===== src/sv/mtbl_ram.sv =====
module mtbl_ram #(
   parameter int WIDTH = 16,
   parameter int DEPTH = 16,
   localparam int AW = (DEPTH > 1) ? $clog2(DEPTH) : 1
) (
   input  logic             clock,
   input  logic             we,
   input  logic [AW-1:0]    waddr,
   input  logic [WIDTH-1:0] wdata,
   input  logic [AW-1:0]    raddr,
   output logic [WIDTH-1:0] rdata
);

   logic [WIDTH-1:0] mem_ff [DEPTH];
   logic [WIDTH-1:0] rdata_ff;

   always_ff @(posedge clock) begin
      if (we) begin
         mem_ff[waddr] <= wdata;
      end
      rdata_ff <= mem_ff[raddr];
   end

   assign rdata = rdata_ff;

endmodule


===== config.mk =====
export PLATFORM = sky130hd
export DESIGN_NAME = mtbl_ram
export DESIGN_NICKNAME = d
export VERILOG_FILES = /design/src/sv/mtbl_ram.sv
export SDC_FILE = /design/constraint.sdc
export NUM_CORES = 1
export LEC_CHECK = 0
export ABC_AREA = 1
export BUFFER_PORTS_ARGS = -buffer_cell sky130_fd_sc_hd__clkbuf_2
export CORE_ASPECT_RATIO = 0.75
export CORE_MARGIN = 8
export CORE_UTILIZATION = 45
export CTS_CLUSTER_SIZE = 40
export DETAILED_ROUTE_END_ITERATION = 8
export GPL_TIMING_DRIVEN = 1
export PLACE_DENSITY = 0.7
export SETUP_SLACK_MARGIN = 0.05
export SLEW_MARGIN = 0
export SYNTH_ARGS = -nofsm -noshare
export SYNTH_HDL_FRONTEND = slang
export SYNTH_SLANG_ARGS = --single-unit

===== constraint.sdc =====
create_clock -name clock -period 2.44 [get_ports clock]
set_input_delay 0.488 -clock clock [delete_from_list [all_inputs] [get_ports clock]]
set_output_delay 0.488 -clock clock [all_outputs]
set_load 0.01 [all_outputs]

==> impl_metrics.json <==
{
  "status": "complete, no violations",
  "route.antenna.remaining_nets": 0,
  "maxCapViolCount": 0,
  "grt_remaining_overflow": 0,
  "finalCoreUtilization": 0.520,
  "dp_cells": 1440,
  "post-route-drc-count": 0,
  "fp-row-count": 50,
  "synth_fa_ha_area_frac": 0,
  "coreArea_um2": 24900,
  "power-per-cell-area_nw_per_um2": 753,
  "cts_resized": 0,
  "die_h_um": 154,
  "drive_gt1_frac": 0.121,
  "yosysTopAreaCell": "edfxtp_1",
  "wl_met2_um": 11800,
  "synth_simple_gate_area_frac": 0.204,
  "syn_nets": 1100,
  "ioPinCount": 42,
  "yosysWarnings": 0,
  "min_period_ns": 1.67,
  "leakage_uw": 0.00557,
  "tightestPinTransition_ns": 0.547,
  "synth_top_area_share": 0.675,
  "place_congestion": 0.795,
  "synth_ff_type": "edfxtp_1",
  "synth_top_family_by_area": "simple AND/OR/NAND/NOR gates",
  "h-tree-depth": 1,
  "path_max_fanout": 1,
  "hold_slack_ns": 0.396,
  "maxSlewViolCount": 0,
  "m1WireLength_um": 12100,
  "post_cts_buffers": 0,
  "synth-async-reset-ratio": 0,
  "die_x_um": 200,
  "final-setup-viol-count": 0,
  "cts_buffer_depth": 3,
  "yosysMostFrequentCell": "nand2_1",
  "fp.dieArea_um2": 30700,
  "clkTransAtPathRegs_ns": 0.07,
  "critPathCaptureType": "output port",
  "antenna_found_initial": 3,
  "clock_sinks": 272,
  "syn_to_final_growth_pct": 13.7,
  "yosysSeqAreaShare": 0.704,
  "synthMuxAreaShare": 0,
  "ys_top_cells_by_count": "nand2_1 (341), edfxtp_1 (256), inv_1 (196)",
  "synth_edf_count": 256,
  "min_path_type": "in -> reg",
  "arrival_ns": 1.18,
  "ys_types": 13,
  "wl_met3_um": 2310,
  "rsz0062_at_grt": "no",
  "ys_ff_latch": 272,
  "synthTopCellsByArea": "edfxtp_1 (68%), nand2_1 (11%), nand3_1 (8.5%), inv_1 (6.5%), dfxtp_1 (2.8%)",
  "skew_ns": 0.00848,
  "wl_per_cell_um": 18.0,
  "grt_pass1_vias": 7015,
  "drtIter0Drc": 727,
  "via_count": 7418,
  "synth_compound_area_frac": 0,
  "top_layer_used": "met5",
  "cpPeakStageDelay_ns": 0.47,
  "wirelength_um": 26800,
  "syn_inst": 1074,
  "grt_use_total": 0.176,
  "syn_area_per_cell_um2": 10.6,
  "syn_area_um2": 11400,
  "peakVddDrop_uv": 693,
  "grt_max_degree": 65,
  "relSlewSlack": 0.635,
  "grt_pass1_wl_um": 41400,
  "dp_hpwl_um": 15700,
  "clk_latency_ns": 0.53,
  "worst_path_max_delay_cell": "dfxtp_1",
  "fmaxAchievable_mhz": 599,
  "hold_buffers": 0,
  "fin_cells": 1488,
  "portBuffers": 41,
  "cp-start-kind": "flop",
  "initial_core_util": 0.457,
  "final_net_count": 1156,
  "yosys.area_share.xor_xnor": 0,
  "final.setup.tns_ns": 0,
  "path_class": "reg -> out",
  "critPathRequiredTime_ns": 1.95,
  "cts_tree": "done",
  "path_cells": "clkbuf_2",
  "routed_via_density": 4.99,
  "worst_path_dominant_cell_family": "flip-flops",
  "crit_buf_inv": 1,
  "fin_crit_sh": 0.685,
  "hold_violations": 0,
  "cts_buffers": 26,
  "cts_root_buf": "clkbuf_16",
  "drtPass1Iterations": 5,
  "diodes": 0
}
-- report_power, final --
group,switching (uW),internal (uW),total (uW)
sequential,36.1,5220,5260
clock,1680,2180,3860
combinational,442,189,631
-- cell families (layout without fill, tap and decap cells) --
kind of cell,after synthesis,in the layout
simple gates,553,553
flops,272,272
buf+inv,249,325
-- worst register-to-register path, cell delays in order (launching register included) --
cell and delay [ns]:
edfxtp_1 0.37, inv_1 0.06, nand2_1 0.05, nand3_1 0.10, nand3_1 0.09, nand3_1 0.10, nand2_1 0.15
-- state kept, by name (all words and copies together) (netlist names) --
register and flops:
mem_ff 256, rdata 16
-- cell usage in the layout, fill, tap and decap left out --
master	Yosys	final
buf_12	0	7
clkinv_4	0	1
inv_2	2	1
nand2_1	341	341
edfxtp_1	256	256
clkbuf_8	0	5
clkbuf_16	0	27
clkbuf_2	0	40
nand3b_1	2	2
dfxtp_1	16	16
buf_4	18	32
inv_1	196	196
clkbuf_1	10	5
nor2_1	17	1
clkinv_1	0	1
nand3_1	193	193
clkinvlp_4	0	1
nor2_2	0	16
clkinv_2	0	8
inv_4	0	1
-- final cells by class --
cell class                      count  area [um2]
Fill cell                        2179       12000
Multi-Input combinational cell    553        2360
Inverter                          198         746
Sequential cell                   272        8010
Clock buffer                       37         763
Timing Repair Buffer               79         581
Tap cell                          338         423
Clock inverter                     11        60.1
-- through the flow --
step	power, uW	instance area, um2	setup WS [ns]
global route	10100	12900	0.705
detailed placement	5990	12100	0.520
finish	9740	12900	0.770
CTS	9810	12900	0.757
global placement	5980	12100	0.544
floorplan	5710	11400	0.652
-- per-layer routing --
layer | global-route usage | vias up
li1 | - | 3571
met1 | 0.253 | 3528
met2 | 0.271 | 273
met3 | 0.0334 | 42
met4 | 0.0406 | 4
met5 | 0 | -
-- worst paths after layout --
check	endpoint	slack (ns)	start	depth (start not counted)
worst max-delay path	rdata[3]	0.77	rdata[3]	1
worst min register to register	rdata[6]	0.65	mem_ff[10][6]	6
worst min-delay path	mem_ff[10][4]	0.40	wdata[4]	1
worst max register to register	rdata[5]	1.37	mem_ff[0][5]	6
Note: power is estimated with default switching activity, not from simulation.
