## config.mk

```make
export PLATFORM = sky130hd
export DESIGN_NAME = mtbl_scan
export DESIGN_NICKNAME = d
export VERILOG_FILES = /design/src/sv/mtbl_pkg.sv /design/src/sv/mtbl_scan.sv
export SDC_FILE = /design/constraint.sdc
export NUM_CORES = 1
export LEC_CHECK = 0
export ABC_AREA = 0
export BUFFER_PORTS_ARGS = -buffer_cell sky130_fd_sc_hd__buf_2
export CAP_MARGIN = 20
export CORE_ASPECT_RATIO = 0.6
export CORE_MARGIN = 10
export CORE_UTILIZATION = 50
export DETAILED_ROUTE_END_ITERATION = 6
export PLACE_DENSITY = 0.87
export SLEW_MARGIN = 20
export SYNTH_ARGS = -nofsm -noshare
export SYNTH_HDL_FRONTEND = slang
export SYNTH_SLANG_ARGS = --single-unit
```

## constraint.sdc

```tcl
create_clock -name clock -period 3 [get_ports clock]
set_input_delay 0.75 -clock clock [delete_from_list [all_inputs] [get_ports clock]]
set_output_delay 0.75 -clock clock [all_outputs]
set_load 0.03 [all_outputs]
```

## src/sv/mtbl_pkg.sv

```systemverilog
package mtbl_pkg;

   localparam int QUERY_WIDTH     = 16;
   localparam int INDEX_WIDTH     = 8;
   localparam int ENTRY_WIDTH     = 16;
   localparam int VALUE_WIDTH     = 24;
   localparam int LOW_INDEX_WIDTH = 4;
   localparam int FRAC_BITS       = 8;

   typedef enum logic [1:0] {
      FN_LOOKUP  = 2'd0,
      FN_WR_X    = 2'd1,
      FN_WR_Y    = 2'd2,
      FN_WR_GRID = 2'd3
   } mtbl_func_type;

   typedef enum logic [1:0] {
      STAT_OK      = 2'd0,
      STAT_X_ORDER = 2'd1,
      STAT_Y_ORDER = 2'd2,
      STAT_RANGE   = 2'd3
   } mtbl_status_type;

   typedef struct packed {
      mtbl_func_type            func;
      logic [QUERY_WIDTH-1:0]   x_query;
      logic [QUERY_WIDTH-1:0]   y_query;
      logic [INDEX_WIDTH-1:0]   entry_index;
      logic [ENTRY_WIDTH-1:0]   entry_value;
   } mtbl_req_type;

   typedef struct packed {
      mtbl_status_type              status;
      logic [VALUE_WIDTH-1:0]       value_q8;
      logic [LOW_INDEX_WIDTH-1:0]   x_low_index;
      logic [LOW_INDEX_WIDTH-1:0]   y_low_index;
   } mtbl_rsp_type;

   typedef struct packed {
      logic done;
      logic fail;
   } mtbl_scan_stat_type;

   typedef enum logic [2:0] {
      S_CLEAR,
      S_IDLE,
      S_SCAN,
      S_FETCH,
      S_CALC,
      S_RESP
   } mtbl_state_type;

   typedef enum logic [2:0] {
      AR_IDLE,
      AR_MUL,
      AR_AREA,
      AR_LAST,
      AR_DIV
   } mtbl_ar_state_type;

   typedef enum logic [2:0] {
      TAG_NONE,
      TAG_P1,
      TAG_LO,
      TAG_HI,
      TAG_AREA
   } mtbl_tag_type;

endpackage

```

## src/sv/mtbl_scan.sv

```systemverilog
module mtbl_scan #(
   parameter int TABLE_DIM  = 16,
   parameter int AXIS_WIDTH = 16,
   localparam int IW = $clog2(TABLE_DIM)
) (
   input  logic                               clock,
   input  logic                               reset,
   input  logic                               start,
   input  logic [mtbl_pkg::QUERY_WIDTH-1:0]   query,
   input  logic [AXIS_WIDTH-1:0]              rdata,
   output logic [IW-1:0]                      raddr,
   output mtbl_pkg::mtbl_scan_stat_type       stat,
   output logic [IW-1:0]                      low_idx,
   output logic [AXIS_WIDTH-1:0]              lo_val,
   output logic [AXIS_WIDTH-1:0]              hi_val,
   output logic [AXIS_WIDTH-1:0]              clip_val
);

   localparam int CNW  = IW + 1;
   localparam int CMPW = (AXIS_WIDTH > mtbl_pkg::QUERY_WIDTH) ? AXIS_WIDTH
                                                             : mtbl_pkg::QUERY_WIDTH;
   localparam logic [CNW-1:0] CNT_END = CNW'(TABLE_DIM);
   localparam logic [IW-1:0]  LAST    = IW'(TABLE_DIM - 1);

   logic [CNW-1:0]        cnt_ff, cnt_in;
   logic                  busy_ff, busy_in;
   logic                  vld_ff, vld_in;
   logic [IW-1:0]         k_ff, k_in;
   logic [AXIS_WIDTH-1:0] prev_ff, prev_in;
   logic                  fail_ff, fail_in;
   logic                  done_ff, done_in;
   logic [IW-1:0]         low_ff, low_in;
   logic [AXIS_WIDTH-1:0] lo_ff, lo_in;
   logic [AXIS_WIDTH-1:0] hi_ff, hi_in;
   logic [AXIS_WIDTH-1:0] clip_ff, clip_in;
   logic [CMPW-1:0]       qe, de, pe;

   assign qe = CMPW'(query);
   assign de = CMPW'(rdata);
   assign pe = CMPW'(prev_ff);

   always_comb begin
      cnt_in  = cnt_ff;
      busy_in = busy_ff;
      vld_in  = 1'b0;
      k_in    = k_ff;
      prev_in = prev_ff;
      fail_in = fail_ff;
      done_in = 1'b0;
      low_in  = low_ff;
      lo_in   = lo_ff;
      hi_in   = hi_ff;
      clip_in = clip_ff;
      if (start) begin
         busy_in = 1'b1;
         cnt_in  = '0;
         fail_in = 1'b0;
      end else if (busy_ff) begin
         if (cnt_ff == CNT_END) begin
            busy_in = 1'b0;
         end else begin
            vld_in = 1'b1;
            k_in   = cnt_ff[IW-1:0];
            cnt_in = cnt_ff + CNW'(1);
         end
      end
      if (vld_ff) begin
         prev_in = rdata;
         if (k_ff == '0) begin
            clip_in = (qe < de) ? rdata : AXIS_WIDTH'(query);
         end else begin
            if (pe >= de) begin
               fail_in = 1'b1;
            end
            if (k_ff == IW'(1)) begin
               low_in = '0;
               lo_in  = prev_ff;
               hi_in  = rdata;
            end
            if ((pe < qe) && (qe <= de)) begin
               low_in = k_ff - IW'(1);
               lo_in  = prev_ff;
               hi_in  = rdata;
            end
            if (k_ff == LAST) begin
               done_in = 1'b1;
               if (qe > de) begin
                  clip_in = rdata;
                  low_in  = LAST - IW'(1);
                  lo_in   = prev_ff;
                  hi_in   = rdata;
               end
            end
         end
      end
   end

   always_ff @(posedge clock) begin
      if (reset) begin
         cnt_ff  <= '0;
         busy_ff <= 1'b0;
         vld_ff  <= 1'b0;
         done_ff <= 1'b0;
         fail_ff <= 1'b0;
      end else begin
         cnt_ff  <= cnt_in;
         busy_ff <= busy_in;
         vld_ff  <= vld_in;
         done_ff <= done_in;
         fail_ff <= fail_in;
      end
      k_ff    <= k_in;
      prev_ff <= prev_in;
      low_ff  <= low_in;
      lo_ff   <= lo_in;
      hi_ff   <= hi_in;
      clip_ff <= clip_in;
   end

   assign raddr     = cnt_ff[IW-1:0];
   assign stat.done = done_ff;
   assign stat.fail = fail_ff;
   assign low_idx   = low_ff;
   assign lo_val    = lo_ff;
   assign hi_val    = hi_ff;
   assign clip_val  = clip_ff;

endmodule

```

==> flow_metrics.py <==
metrics = {
    "timing": {
        "final.setup.tns_ns": 0,
        "post-route-period-util_pct": 94.5,
        "slew_headroom_pct": 63.8,
        "rsz0062_at_grt": "false",
        "final-hold-violation-count": 0,
        "max_freq_mhz": 353,
        "worst_pin_slew_ns": 0.543,
        "fin_skew_ns": 0.00646,
        "post-route-min-period_ns": 2.84,
        "slew_violations": 0,
        "hold_slack_ns": 0.522,
        "setup_viol": 0,
    },
    "die": {
        "die_w_um": 143,
        "rows": 26,
        "io_pins": 93,
        "start_util_pct": 52.4,
        "die_area_um2": 13400,
        "core_um2": 8690,
        "dieHeight_um": 93.9,
    },
    "clock_tree": {
        "cts_resized": 0,
        "cts_made_buffers": 9,
        "cts_tree": "built",
        "cts_buffer_depth": 2,
        "clk_pin_slew_worst_paths_ns": 0.06,
        "clk_latency_ns": 0.34,
        "cts_setup_buffers": 0,
        "cts_hold_buf": 0,
        "cts_sinks": 81,
        "cts_root_buf": "clkbuf_16",
        "cts_max_level": 3,
    },
    "critical_path": {
        "criticalPathCategory": "input pin to flip-flop",
        "worst-endpoint-arrival_ns": 2.93,
        "critPathTopFamily": "compound AO/OA/AOI/OAI gates",
        "path_max_fanout": 18,
        "start_kind": "input pin",
        "cpMaxStageDelayCell": "a2111o_1",
        "path_cells": "buf_2, inv_1, ha_1, nand4_1, a2111o_1, and3_4, o211ai_4, nand2_4, buf_12, mux2_4",
        "cp.required_ns": 3.09,
        "critPathMaxStageDelay_ns": 0.44,
        "endpoint_kind": "flip-flop",
        "critPathBufInv": 3,
    },
    "synth": {
        "yosys_warnings": 0,
        "syn_area_um2": 4550,
        "ys_ff_latch": 81,
        "syn_inst": 363,
        "synthFlopType": "edfxtp_1",
        "synthesis.nets": 450,
        "ys_seq_area_share_pct": 51.5,
        "syn_area_per_cell_um2": 12.5,
        "synth_edf_count": 72,
        "yosysUniqueCellTypes": 40,
        "ys_async_sr_fraction_pct": 0,
    },
    "place": {
        "io_buffers": 92,
        "placed_cells": 594,
        "place_area_um2": 5390,
        "hpwlAfterDp_mm": 9.03,
        "finalWeightedCongestion": 0.918,
    },
    "finish": {
        "finalNetCount": 580,
        "diodes": 0,
        "stdcell_count": 610,
        "drive_gt1_share_pct": 36.7,
        "stdcell_area_um2": 5730,
        "area_growth_pct": 25.9,
    },
    "pwr": {
        "seqPwrFrac_pct": 43.4,
        "p_int_w": 0.00229,
        "p_per_area_nw_per_um2": 517,
        "sw_frac_of_total_pct": 22.8,
        "power_switching_w": 0.000674,
        "vdd_ir_drop_max_mv": 0.313,
        "clockPowerShare_pct": 41.9,
        "leakage_nw": 2.63,
        "combinationalPowerShare_pct": 14.7,
    },
    "drt": {
        "post_drt_wl_per_cell_um": 18.6,
        "first_pass_iters": 7,
        "post-route-drc-count": 0,
        "wl_mm": 11.4,
        "viasPerCell": 5.34,
        "first_iter_violations": 189,
        "via_count": 3260,
        "ant_nets": 0,
    },
    "flow_run": {
        "cap_violations": 0,
    },
    "outcome": {
        "status": "completed",
    },
    "global_routing": {
        "grt_max_degree": 21,
        "grt_pass1_wl_mm": 18.0,
        "grt_pass1_vias": 3422,
        "track_usage_pct": 17.2,
        "overflow": 0,
        "grt_antenna_before_repair": 0,
    },
    "min_path": {
        "hold_path_class": "flip-flop to flip-flop",
    },
}
-- stage by stage --
step | worst slack (ns) | utilization (%) | total power [W]
CTS | 0.208 | 65.9 | 0.00298
detailed placement | -0.144 | 62.1 | 0.00174
global placement | -0.0684 | 62.1 | 0.00172
finish | 0.165 | 65.9 | 0.00296
floorplan | 0.0829 | - | 0.00158
global route | 0.0744 | 65.9 | 0.00306
-- cell usage after synthesis, types with 2 or more instances --
library cell / number / share of area, %
o21a_1: 3 / 0.50
and3_1: 2 / 0.28
nand4_1: 10 / 1.4
edfxtp_1: 72 / 48
nor4_1: 4 / 0.55
a31oi_1: 2 / 0.28
buf_6: 3 / 0.74
nand2_1: 23 / 1.9
mux2i_1: 2 / 0.44
nor2b_1: 2 / 0.28
xor2_1: 5 / 0.96
mux2_2: 2 / 0.50
buf_4: 6 / 0.99
ha_1: 52 / 14
inv_1: 39 / 3.2
nand2b_1: 4 / 0.55
nand3_1: 5 / 0.55
clkbuf_1: 4 / 0.33
or2_2: 2 / 0.28
nor3_1: 3 / 0.33
a21o_1: 4 / 0.66
a221oi_1: 2 / 0.39
o21ai_0: 22 / 2.4
a21oi_1: 19 / 2.1
a211oi_1: 3 / 0.50
o2111ai_1: 2 / 0.39
mux2_4: 30 / 9.9
nor2_1: 16 / 1.3
dfxtp_1: 9 / 4.0
-- registers in the layout (all words and copies together) (netlist names) --
name and flops:
pe 16, cnt_ff 5, lo_val 16, low_idx 4, vld_ff 1, k_ff 4
hi_val 16, done_ff 1, clip_val 16, fail_ff 1, busy_ff 1
-- power groups by stage --
| stage | sequential [W] | combinational [W] | clock [W] |
|---|---|---|---|
| floorplan | 0.00133 | 0.000254 | 0 |
| global placement | 0.00130 | 0.000412 | 0 |
| detailed placement | 0.00131 | 0.000431 | 0 |
| CTS | 0.00128 | 0.000434 | 0.00126 |
| global route | 0.00129 | 0.000476 | 0.00130 |
| finish | 0.00128 | 0.000435 | 0.00124 |
-- path summary, 6_finish.rpt --
path	cells past startpoint	endpoint	from	slack (ns)
min reg2reg	2	fail_ff	fail_ff	0.52
max reg2reg	9	hi_val[14]	pe[6]	0.39
min	2	fail_ff	fail_ff	0.52
max	10	hi_val[14]	rdata[11]	0.16
-- cells by family (layout without fill, tap and decap cells) --
family          count (synthesis)  count (layout)  share of synthesized area, %
xor+xnor                        6               6                          1.16
simple gates                   75              75                          8.28
flops                          81              81                          51.5
mux                            34              34                          10.8
compound gates                 63              63                          8.64
buf+inv                        52             187                          5.28
fa+ha+maj                      52              52                          14.3
-- area by class of cell --
type | instances | area (µm²)
Fill cell | 627 | 2960
Inverter | 39 | 146
Timing Repair Buffer | 132 | 798
Clock buffer | 10 | 229
Clock inverter | 6 | 106
Tap cell | 112 | 140
Sequential cell | 81 | 2340
Multi-Input combinational cell | 230 | 1970
-- routing by layer --
metal | GRT usage, % | share of wire, %
met3 | 6.57 | 8.4
met1 | 22.2 | 47
met5 | 0 | 0
met4 | 4.87 | 1.3
met2 | 26.4 | 43
-- worst register-to-register path, stage by stage (launching register included) --
cell	delay, ns
edfxtp_1	0.43
ha_1	0.33
a211oi_1	0.24
and3_1	0.17
o21ai_0	0.12
a21oi_1	0.27
o211ai_4	0.14
nand2_4	0.13
buf_12	0.20
mux2_4	0.33
-- placed cells by master, fill, tap and decap left out, types with 4 or more instances in the layout --
| cell | synthesis | routed |
|---|---|---|
| mux2_4 | 30 | 30 |
| dfxtp_1 | 9 | 9 |
| clkbuf_16 | 0 | 9 |
| ha_1 | 52 | 52 |
| nand2b_1 | 4 | 4 |
| o21ai_0 | 22 | 22 |
| edfxtp_1 | 72 | 72 |
| a21oi_1 | 19 | 19 |
| nand4_1 | 10 | 10 |
| nand2_1 | 23 | 23 |
| buf_2 | 0 | 92 |
| inv_1 | 39 | 39 |
| nor2_1 | 16 | 16 |
| nand3_1 | 5 | 5 |
| a21o_1 | 4 | 4 |
| buf_4 | 6 | 37 |
| xor2_1 | 5 | 5 |
| nor4_1 | 4 | 4 |
Power figures use the tool's default switching activity.
