**src/sv/mtbl_pkg.sv**
```systemverilog
package mtbl_pkg;

   localparam int QUERY_WIDTH     = 16;
   localparam int INDEX_WIDTH     = 8;
   localparam int ENTRY_WIDTH     = 16;
   localparam int VALUE_WIDTH     = 24;
   localparam int LOW_INDEX_WIDTH = 4;
   localparam int FRAC_BITS       = 8;

   typedef enum logic [1:0] {
      FN_LOOKUP  = 2'd0,
      FN_WR_X    = 2'd1,
      FN_WR_Y    = 2'd2,
      FN_WR_GRID = 2'd3
   } mtbl_func_type;

   typedef enum logic [1:0] {
      STAT_OK      = 2'd0,
      STAT_X_ORDER = 2'd1,
      STAT_Y_ORDER = 2'd2,
      STAT_RANGE   = 2'd3
   } mtbl_status_type;

   typedef struct packed {
      mtbl_func_type            func;
      logic [QUERY_WIDTH-1:0]   x_query;
      logic [QUERY_WIDTH-1:0]   y_query;
      logic [INDEX_WIDTH-1:0]   entry_index;
      logic [ENTRY_WIDTH-1:0]   entry_value;
   } mtbl_req_type;

   typedef struct packed {
      mtbl_status_type              status;
      logic [VALUE_WIDTH-1:0]       value_q8;
      logic [LOW_INDEX_WIDTH-1:0]   x_low_index;
      logic [LOW_INDEX_WIDTH-1:0]   y_low_index;
   } mtbl_rsp_type;

   typedef struct packed {
      logic done;
      logic fail;
   } mtbl_scan_stat_type;

   typedef enum logic [2:0] {
      S_CLEAR,
      S_IDLE,
      S_SCAN,
      S_FETCH,
      S_CALC,
      S_RESP
   } mtbl_state_type;

   typedef enum logic [2:0] {
      AR_IDLE,
      AR_MUL,
      AR_AREA,
      AR_LAST,
      AR_DIV
   } mtbl_ar_state_type;

   typedef enum logic [2:0] {
      TAG_NONE,
      TAG_P1,
      TAG_LO,
      TAG_HI,
      TAG_AREA
   } mtbl_tag_type;

endpackage

```
**src/sv/mtbl_arith.sv**
```systemverilog
module mtbl_arith #(
   parameter int AXIS_WIDTH = 16,
   parameter int CELL_WIDTH = 16
) (
   input  logic                               clock,
   input  logic                               reset,
   input  logic                               start,
   input  logic [3:0][CELL_WIDTH-1:0]         cells,
   input  logic [AXIS_WIDTH-1:0]              wx_lo,
   input  logic [AXIS_WIDTH-1:0]              wx_hi,
   input  logic [AXIS_WIDTH-1:0]              wy_lo,
   input  logic [AXIS_WIDTH-1:0]              wy_hi,
   input  logic [AXIS_WIDTH-1:0]              dx,
   input  logic [AXIS_WIDTH-1:0]              dy,
   output logic                               done,
   output logic [mtbl_pkg::VALUE_WIDTH-1:0]   quot
);

   localparam int MW   = (AXIS_WIDTH > CELL_WIDTH) ? AXIS_WIDTH : CELL_WIDTH;
   localparam int PW   = 2 * MW;
   localparam int ACW  = 3 * MW + 2;
   localparam int NW   = ACW + mtbl_pkg::FRAC_BITS;
   localparam int QW   = CELL_WIDTH + mtbl_pkg::FRAC_BITS;
   localparam int QBW  = (QW > mtbl_pkg::VALUE_WIDTH) ? QW : mtbl_pkg::VALUE_WIDTH;
   localparam int DCW  = $clog2(QW);

   mtbl_pkg::mtbl_ar_state_type state_ff, state_in;
   mtbl_pkg::mtbl_tag_type      tag_ff, tag_in;
   logic [1:0]      term_ff, term_in;
   logic [1:0]      sub_ff, sub_in;
   logic [PW-1:0]   mp_ff, mp_in;
   logic [MW-1:0]   phi_ff, phi_in;
   logic [ACW-1:0]  acc_ff, acc_in;
   logic [NW-1:0]   rem_ff, rem_in;
   logic [NW-1:0]   dv_ff, dv_in;
   logic [QBW-1:0]  q_ff, q_in;
   logic [DCW-1:0]  dcnt_ff, dcnt_in;
   logic            done_ff, done_in;
   logic [MW-1:0]   op_a, op_b;
   logic [CELL_WIDTH-1:0] cell_sel;
   logic [AXIS_WIDTH-1:0] wx_sel, wy_sel;
   logic            ge;
   logic            div_last;

   assign cell_sel = cells[term_ff];
   assign wx_sel   = term_ff[0] ? wx_hi : wx_lo;
   assign wy_sel   = term_ff[1] ? wy_hi : wy_lo;
   assign ge       = (rem_ff >= dv_ff);
   assign div_last = (dcnt_ff == DCW'(QW - 1));

   always_comb begin
      state_in = state_ff;
      case (state_ff)
         mtbl_pkg::AR_IDLE: begin
            if (start) state_in = mtbl_pkg::AR_MUL;
         end
         mtbl_pkg::AR_MUL: begin
            if ((term_ff == 2'd3) && (sub_ff == 2'd2)) state_in = mtbl_pkg::AR_AREA;
         end
         mtbl_pkg::AR_AREA: state_in = mtbl_pkg::AR_LAST;
         mtbl_pkg::AR_LAST: state_in = mtbl_pkg::AR_DIV;
         mtbl_pkg::AR_DIV: begin
            if (div_last) state_in = mtbl_pkg::AR_IDLE;
         end
         default: state_in = mtbl_pkg::AR_IDLE;
      endcase
   end

   always_comb begin
      op_a   = '0;
      op_b   = '0;
      tag_in = mtbl_pkg::TAG_NONE;
      case (state_ff)
         mtbl_pkg::AR_MUL: begin
            case (sub_ff)
               2'd0: begin
                  op_a   = MW'(cell_sel);
                  op_b   = MW'(wx_sel);
                  tag_in = mtbl_pkg::TAG_P1;
               end
               2'd1: begin
                  op_a   = mp_ff[MW-1:0];
                  op_b   = MW'(wy_sel);
                  tag_in = mtbl_pkg::TAG_LO;
               end
               2'd2: begin
                  op_a   = phi_ff;
                  op_b   = MW'(wy_sel);
                  tag_in = mtbl_pkg::TAG_HI;
               end
               default: tag_in = mtbl_pkg::TAG_NONE;
            endcase
         end
         mtbl_pkg::AR_AREA: begin
            op_a   = MW'(dx);
            op_b   = MW'(dy);
            tag_in = mtbl_pkg::TAG_AREA;
         end
         default: tag_in = mtbl_pkg::TAG_NONE;
      endcase
   end

   always_comb begin
      term_in = term_ff;
      sub_in  = sub_ff;
      mp_in   = PW'(op_a) * PW'(op_b);
      phi_in  = phi_ff;
      acc_in  = acc_ff;
      rem_in  = rem_ff;
      dv_in   = dv_ff;
      q_in    = q_ff;
      dcnt_in = dcnt_ff;
      done_in = 1'b0;
      if (start) begin
         term_in = '0;
         sub_in  = '0;
         acc_in  = '0;
      end else begin
         if (state_ff == mtbl_pkg::AR_MUL) begin
            if (sub_ff == 2'd2) begin
               sub_in  = '0;
               term_in = term_ff + 2'd1;
            end else begin
               sub_in = sub_ff + 2'd1;
            end
         end
         case (tag_ff)
            mtbl_pkg::TAG_P1: phi_in = mp_ff[PW-1:MW];
            mtbl_pkg::TAG_LO: acc_in = acc_ff + ACW'(mp_ff);
            mtbl_pkg::TAG_HI: acc_in = acc_ff + (ACW'(mp_ff) << MW);
            default: acc_in = acc_ff;
         endcase
      end
      if (state_ff == mtbl_pkg::AR_LAST) begin
         dv_in   = NW'(mp_ff) << (QW - 1);
         rem_in  = NW'(acc_ff) << mtbl_pkg::FRAC_BITS;
         q_in    = '0;
         dcnt_in = '0;
      end
      if (state_ff == mtbl_pkg::AR_DIV) begin
         rem_in  = ge ? (rem_ff - dv_ff) : rem_ff;
         q_in    = {q_ff[QBW-2:0], ge};
         dv_in   = dv_ff >> 1;
         dcnt_in = dcnt_ff + DCW'(1);
         done_in = div_last;
      end
   end

   always_ff @(posedge clock) begin
      if (reset) begin
         state_ff <= mtbl_pkg::AR_IDLE;
         tag_ff   <= mtbl_pkg::TAG_NONE;
         done_ff  <= 1'b0;
      end else begin
         state_ff <= state_in;
         tag_ff   <= tag_in;
         done_ff  <= done_in;
      end
      term_ff <= term_in;
      sub_ff  <= sub_in;
      mp_ff   <= mp_in;
      phi_ff  <= phi_in;
      acc_ff  <= acc_in;
      rem_ff  <= rem_in;
      dv_ff   <= dv_in;
      q_ff    <= q_in;
      dcnt_ff <= dcnt_in;
   end

   assign done = done_ff;
   assign quot = q_ff[mtbl_pkg::VALUE_WIDTH-1:0];

endmodule

```
**config.mk**
```make
export PLATFORM = sky130hd
export DESIGN_NAME = mtbl_arith
export DESIGN_NICKNAME = d
export VERILOG_FILES = /design/src/sv/mtbl_pkg.sv /design/src/sv/mtbl_arith.sv
export SDC_FILE = /design/constraint.sdc
export NUM_CORES = 1
export LEC_CHECK = 0
export ABC_AREA = 1
export ABC_CLOCK_PERIOD_IN_PS = 18800
export BUFFER_PORTS_ARGS = -buffer_cell sky130_fd_sc_hd__buf_2
export CORE_MARGIN = 5
export CORE_UTILIZATION = 40
export CTS_CLUSTER_DIAMETER = 80
export DETAILED_ROUTE_END_ITERATION = 12
export PLACE_DENSITY = 0.64
export SLEW_MARGIN = 20
export SYNTH_ARGS = -nofsm -noshare
export SYNTH_HDL_FRONTEND = slang
export SYNTH_SLANG_ARGS = --single-unit
export TNS_END_PERCENT = 20
```
**constraint.sdc**
```tcl
create_clock -name clock -period 18.8 [get_ports clock]
set_clock_uncertainty 0.1 [all_clocks]
set_input_delay 2.82 -clock clock [delete_from_list [all_inputs] [get_ports clock]]
set_output_delay 2.82 -clock clock [all_outputs]
set_load 0.03 [all_outputs]
```
==> reports/metrics.yaml, run 1 <==
drt:
  drt_iter0_drc: 2412
  via_per_inst: 5.196
  wl_um: 107200
  wire_per_inst_um: 19.34
  drt_pass1_iterations: 6
  drc: 0
  vias: 28801
  ant_nets: 0
cts:
  htreeDepth: 1
  clock_sinks: 251
  cts_tree: "built"
  cts_buffers: 29
  ctsHoldBuffers: 0
  cts_setup_buffers: 0
  clockBufferDepth: 3
  cts_resized: 0
  clock_latency_ns: 0.60
  clk_transition_reported_paths_ns: 0.06
  clock_tree.root_cell: "clkbuf_16"
sta:
  slew-limit-headroom_pct: 28.14
  max_freq_ghz: 0.1153
  finalSetupViolations: 0
  setup_ws_ns: 10.13
  rsz0062_at_grt: "false"
  slew_violations: 0
  hold_violations: 0
  fin_crit_sh_pct: 46.14
  worst_pin_slew_ns: 1.078
  min_period_ns: 8.674
  final.setup.tns_ns: 0
yosys:
  synth_top_cell_by_area: "nand2_1"
  async_flop_share_pct: 0
  synth_mux_area_share_pct: 0
  synth-seq-cells: 251
  syn_inst: 4405
  synth-simple-area-share_pct: 29.26
  yosys-top-cells-area: "nand2_1 (16%), edfxtp_1 (16%), fa_1 (13%), inv_1 (10%), ha_1 (9.7%)"
  ys.flop_type: "edfxtp_1"
  yosys.area.top_type_share_pct: 15.92
  synthAdderAreaFrac_pct: 22.85
  synth_seq_area_share_pct: 22.09
  synth_edf_count: 158
  synth-compound-area-share_pct: 11.40
  syn_area_sq_mm: 0.02990
  synth_top_family_by_area: "simple AND/OR/NAND/NOR gates"
  yosys.area_share.xor_xnor_pct: 1.962
  syn-num-nets: 4996
  ys_types: 54
  synth_warnings: 0
  synth.avg_cell_area_sq_um: 6.788
power:
  p_sw_mw: 1.489
  p_sw_share_pct: 49.73
  seq_power_share_pct: 25.8
  p_leak_nw: 16.81
  p_comb_share_pct: 55.4
  internal_power_mw: 1.505
  p_clk_share_pct: 18.8
  power.density_mw_per_mm2: 91.75
  ir_drop_mv: 0.06869
global_routing:
  globalRouteMet1Util_pct: 36.56
  grt_overflow: 0
  antenna_found_initial: 3
  grt_pass1_vias: 28181
  grt.total_usage_pct: 25.88
  grt_pass1_wl_um: 163900
  grt_max_degree: 114
  grtUsageMet2_pct: 42.02
  gr-usage-met3_pct: 3.020
  busiest_layer: "met2"
placement:
  hpwl_um: 89150
  port_buffers: 187
  dp_slack_ns: 9.566
  gp_congestion: 1.011
status:
  status: "finished, final reports clean"
floorplan:
  die-area_sq_mm: 0.08032
  die_x_um: 283.4
  io_pins: 188
  core_sq_mm: 0.07432
  row_count: 100
  start_util_pct: 40.23
  die_h_um: 283.4
final_layout:
  nFillCells: 7880
  nets: 5139
  final_layout_size_suffix_gt1_share_pct: 7.963
  syn_to_final_growth_pct: 9.138
setup_path:
  path_common_cell: "fa_1"
  r2r_slack_ns: 11.08
  cp.arrival_ns: 9.08
  worstPathMaxFanout: 14
  critPathLaunchType: "input pin"
  critPathSlowestCell: "fa_1"
  criticalPathCategory: "input pin to flip-flop"
  crit_path_cell_trace: "buf_2 > o21ai_0 > o22ai_1 > nand2_1 > nand3_1 > a22oi_4 > inv_1 > nand2_1 > fa_1 > fa_1 > inv_1 > fa_1 > fa_1 > fa_1 > inv_1 > fa_1 > inv_1 > ha_1 > a21oi_1 > o21ai_0 > a21oi_1 > a21boi_0 > xnor2_1"
  end_kind: "flip-flop"
  worst_ep_required_time_ns: 19.21
  critPathMaxStageDelay_ns: 0.55
flow_run:
  cap_violations: 0
min_path:
  min_path_type: "flip-flop to flip-flop"
worst paths after layout:
path | startpoint | cells past startpoint | end
worst max-delay path | cells[17] | 23 | mp_ff[21]$_DFF_P_
worst min register to register | acc_ff[49]$_SDFFE_PP0N_ | 3 | acc_ff[49]$_SDFFE_PP0N_
worst min-delay path | acc_ff[49]$_SDFFE_PP0N_ | 3 | acc_ff[49]$_SDFFE_PP0N_
worst max register to register | term_ff[0]$_SDFFE_PP0P_ | 24 | mp_ff[21]$_DFF_P_
through the flow:
stage          instances  utilization [%]  area (sq um)  hold WS (ns)  total power, mW
2_1_floorplan       4405                -         29900        0.3478            1.908
3_3_place_gp        5486            42.65         31700        0.4218            2.401
3_5_place_dp        5486            42.65         31700        0.4211            2.417
4_1_cts             5540            43.90         32630        0.4385            2.986
5_1_grt             5541            43.90         32630        0.4987            3.217
6_report            5543            43.91         32640        0.4382            2.994
power groups by stage:
stage               clock [mW]  combinational (mW)  sequential [mW]
global route             0.594                1.85            0.773
finish                   0.562                1.66            0.774
detailed placement           0                1.64            0.781
floorplan                    0                1.18            0.723
global placement             0                1.62            0.779
CTS                      0.570                1.65            0.770
cell usage in the layout, fill, tap and decap left out, drive strengths merged, types with 7 or more instances in the layout:
master | synthesis | layout
o21bai | 13 | 13
nand4 | 44 | 44
a21oi | 224 | 224
nor3 | 26 | 26
inv | 856 | 861
xnor2 | 38 | 38
nand3 | 218 | 218
o21ai | 240 | 240
fa | 197 | 197
edfxtp | 158 | 158
xor2 | 29 | 29
nor2 | 524 | 524
dfxtp | 93 | 93
a31oi | 10 | 10
ha | 231 | 231
buf | 51 | 203
clkbuf | 40 | 40
and2 | 11 | 11
o22ai | 35 | 35
nand2 | 1283 | 1283
nand3b | 18 | 18
a22oi | 35 | 35
nor4 | 7 | 7
logic make-up after synthesis:
family / count (synthesis)
fa+ha+maj: 428
flops: 251
simple gates: 2137
compound gates: 574
xor+xnor: 67
buf+inv: 948
area by class of cell:
| class | count | area [sq um] | share of cell area [%] |
|---|---|---|---|
| antenna | 3 | 7.507 | 0.02300 |
| clock buffer | 40 | 797.0 | 2.442 |
| inverter | 857 | 3219 | 9.865 |
| tap | 969 | 1212 | 3.715 |
| timing repair buffer | 203 | 1056 | 3.236 |
| sequential | 251 | 6606 | 20.24 |
| multi-input combinational | 3206 | 19610 | 60.07 |
| clock inverter | 14 | 131.4 | 0.4026 |
cell usage after synthesis (2+ instances only):
master    number
inv_1        823
buf_2         23
buf_1          5
nor3_1        20
nor3_2         5
a22oi_4       17
nand2_1     1268
clkbuf_1      39
xor2_1        29
fa_1         197
a21boi_0       3
edfxtp_1     158
xnor2_1       38
o21ai_0      193
or2_2          3
nor2_2        12
buf_4         12
nand2_2       15
a22oi_2       13
inv_2         33
nand4_1       44
dfxtp_1       93
nor2_4         3
o21a_1         5
nand3_1      211
ha_1         231
o21ai_1       45
and2_1        11
o22ai_1       35
a21oi_1      223
o21ai_2        2
nor4_1         7
nand3_2        6
a31oi_1       10
buf_6         11
nand3b_1      18
a22oi_1        5
nor2_1       508
o31ai_1        4
o21bai_1      13
registers in the layout, summed over array words and instances (netlist names):
signal and cells:
state_ff 3, quot 24, rem_ff 58, mp_ff 32
term_ff 2, dcnt_ff 5, sub_ff 2, phi_ff 16
done 1, acc_ff 50, tag_ff 3, dv_ff 55
per-layer routing:
metal | vias to the layer above | part of all wire, %
met4 | 0 | 3.2
met3 | 151 | 7.1
met2 | 990 | 44
met1 | 13546 | 45
met5 | - | 0
li1 | 14114 | -
worst max-delay path, delay by kind of cell:
family / cells / cell delay, ns
fa+ha+maj: 7 / 3.44
compound gates: 7 / 1.86
buf+inv: 5 / 0.44
simple gates: 3 / 0.36
xor+xnor: 1 / 0.14
Power figures use the tool's default switching activity.
==> run 2: changes to the inputs <==
Settings changed: ABC_CLOCK_PERIOD_IN_PS 18800 to 8189.
Clock period 18.8 ns to 8.19 ns, I/O delays scaled along.
==> run 2 against run 1 <==
Compared with the run above:
- hold slack gained 0.0059 ns
- total power grew 140%
- via count is 1.2% higher
- cell count increased by 0.29%
- critical path type is now flip-flop to flip-flop
- critical endpoint is now mp_ff[31]$_DFF_P_
- largest power group unchanged
==> reports/metrics.yaml, run 2 (same netlist as run 1, synthesis figures left out) <==
sta:
  slew_violations: 0  # unchanged
  rsz0062_at_grt: "false"
  min_period_ns: 7.432
  finalSetupViolations: 0  # unchanged
  slew-limit-headroom_pct: 30.72  # +2.6 points
  worst_pin_slew_ns: 1.033  # -0.04508 ns
  fin_crit_sh_pct: 90.75
  max_freq_ghz: 0.1346
  hold_violations: 0  # unchanged
  final.setup.tns_ns: 0  # unchanged
power:
  power.density_mw_per_mm2: 217.3  # +140%
  ir_drop_mv: 0.1695  # +150%
  p_leak_nw: 16.98  # +1.0%
floorplan:
  start_util_pct: 40.23  # unchanged
  row_count: 100  # unchanged
  die_h_um: 283.4  # unchanged
  core_sq_mm: 0.07432  # unchanged
  die_x_um: 283.4  # unchanged
  io_pins: 188  # unchanged
  die-area_sq_mm: 0.08032  # unchanged
status:
  status: "finished, final reports clean"
placement:
  port_buffers: 187  # unchanged
  hpwl_um: 89540  # +0.44%
  dp_cells: 5503  # +0.31%
  gp_congestion: 1.048  # +3.7%
setup_path:
  critPathMaxStageDelay_ns: 0.75  # +0.20 ns
  critPathTopFamily: "adder cells"
  critPathSlowestCell: "ha_1"
  end_kind: "flip-flop"
  worstPathMaxFanout: 21  # +7
  criticalPathCategory: "flip-flop to flip-flop"
  rr_worst_depth: 26  # +8.3%
  critPathLaunchType: "flip-flop"
  worst_ep_required_time_ns: 8.58  # -10.63 ns
  cp_num_buf_inv: 7  # +2
  critical_path_depth: 26  # +13%
  cp.arrival_ns: 7.82  # -1.26 ns
final_layout:
  multiInputGateArea_sq_mm: 0.01960  # about the same
  fin_cells: 5559  # +0.29%
  final_util_pct: 44.32  # +0.41 points
  top_register: "rem_ff"
  layout_common_cells: "nand2_1 (1266), inv_1 (823), nor2_1 (508), ha_1 (231), a21oi_1 (223)"
  nFillCells: 7759  # -1.5%
  nets: 5157  # +0.35%
  seq_area_sq_mm: 0.006606  # unchanged
  largest_reg_flops: 58  # unchanged
  num_antenna_cells: 0  # -3
  layout_commonest_cell: "nand2_1"
  syn_to_final_growth_pct: 10.17
  final_layout_size_suffix_gt1_share_pct: 8.453  # +0.49 points
  reg.largest.list: "rem_ff: 58 flops, dv_ff: 55 flops, acc_ff: 50 flops"
global_routing:
  grt.total_usage_pct: 25.88  # about the same
  grt_pass1_wl_um: 163500  # -0.26%
  grt_overflow: 0  # unchanged
  antenna_found_initial: 0  # -3
  grt_pass1_vias: 27805  # -1.3%
  grt_max_degree: 91  # -20%
cts:
  cts_tree: "built"
  cts_setup_buffers: 0  # unchanged
  clock_sinks: 251  # unchanged
  htreeDepth: 1  # unchanged
  clk_transition_reported_paths_ns: 0.07  # about the same
  clock_tree.root_cell: "clkbuf_16"
  clock_latency_ns: 0.60  # about the same
  ctsHoldBuffers: 0  # unchanged
  clockBufferDepth: 3  # unchanged
  cts_buffers: 30  # +3.4%
  cts_resized: 0  # unchanged
drt:
  via_per_inst: 5.246  # +0.96%
  drt_pass1_iterations: 6  # unchanged
  ant_nets: 0  # unchanged
  wire_per_inst_um: 19.32  # -0.12%
  drt_iter0_drc: 2899  # +20%
  drc: 0  # unchanged
  wl_um: 107400  # +0.17%
  vias: 29161  # +1.2%
flow_run:
  cap_violations: 0  # unchanged
min_path:
  worstHoldPathCells: 3  # unchanged
  min_path_type: "flip-flop to flip-flop"
[run 2: metrics by stage]
step	area, sq um	hold WS, ns	setup WS [ns]	power, mW
2_1_floorplan	29900	0.3478	1.622	4.379
3_3_place_gp	31840	0.4208	0.7194	5.600
3_5_place_dp	31840	0.4244	0.6548	5.614
4_1_cts	32940	0.4394	0.8445	7.124
5_1_grt	32940	0.4787	0.3353	7.680
6_report	32940	0.4441	0.7578	7.158
[run 2: layout make-up]
type,count,share of cell area (%)
Tap cell,969,3.680
Timing Repair Buffer,220,3.631
Clock inverter,20,0.8546
Sequential cell,251,20.05
Clock buffer,36,2.503
Inverter,857,9.773
Multi-Input combinational cell,3206,59.50
[run 2: report_power, final]
group	switching, mW	total [mW]	internal, mW
Combinational	2.64	3.89	1.25
Clock	0.580	1.49	0.910
Sequential	0.240	1.78	1.54
Total	3.46	7.16	3.70
[run 2: final timing paths]
check / slack (ns) / start / endpoint
setup / recovery: 0.76 / sub_ff[1]$_SDFFE_PP0P_ / mp_ff[31]$_DFF_P_
hold / removal: 0.44 / acc_ff[49]$_SDFFE_PP0N_ / acc_ff[49]$_SDFFE_PP0N_
setup reg to reg: 0.76 / sub_ff[1]$_SDFFE_PP0P_ / mp_ff[31]$_DFF_P_
hold reg to reg: 0.44 / acc_ff[49]$_SDFFE_PP0N_ / acc_ff[49]$_SDFFE_PP0N_
[run 2: worst min-delay path, stage by stage (launching register included)]
cell     delay, ns
dfxtp_1       0.31
inv_1         0.07
a21oi_1       0.04
nor2_1        0.08
[run 2: routing by layer]
| metal | routed length, um | part of all wire [%] | vias to the layer above | GRT usage, % |
|---|---|---|---|---|
| met4 | 3893 | 3.6 | 0 | 7.895 |
| met3 | 10060 | 9.4 | 183 | 4.209 |
| met1 | 47740 | 44 | 13634 | 37.61 |
| li1 | - | - | 14137 | - |
| met2 | 45680 | 43 | 1207 | 39.66 |
| met5 | 0 | 0 | - | 0 |
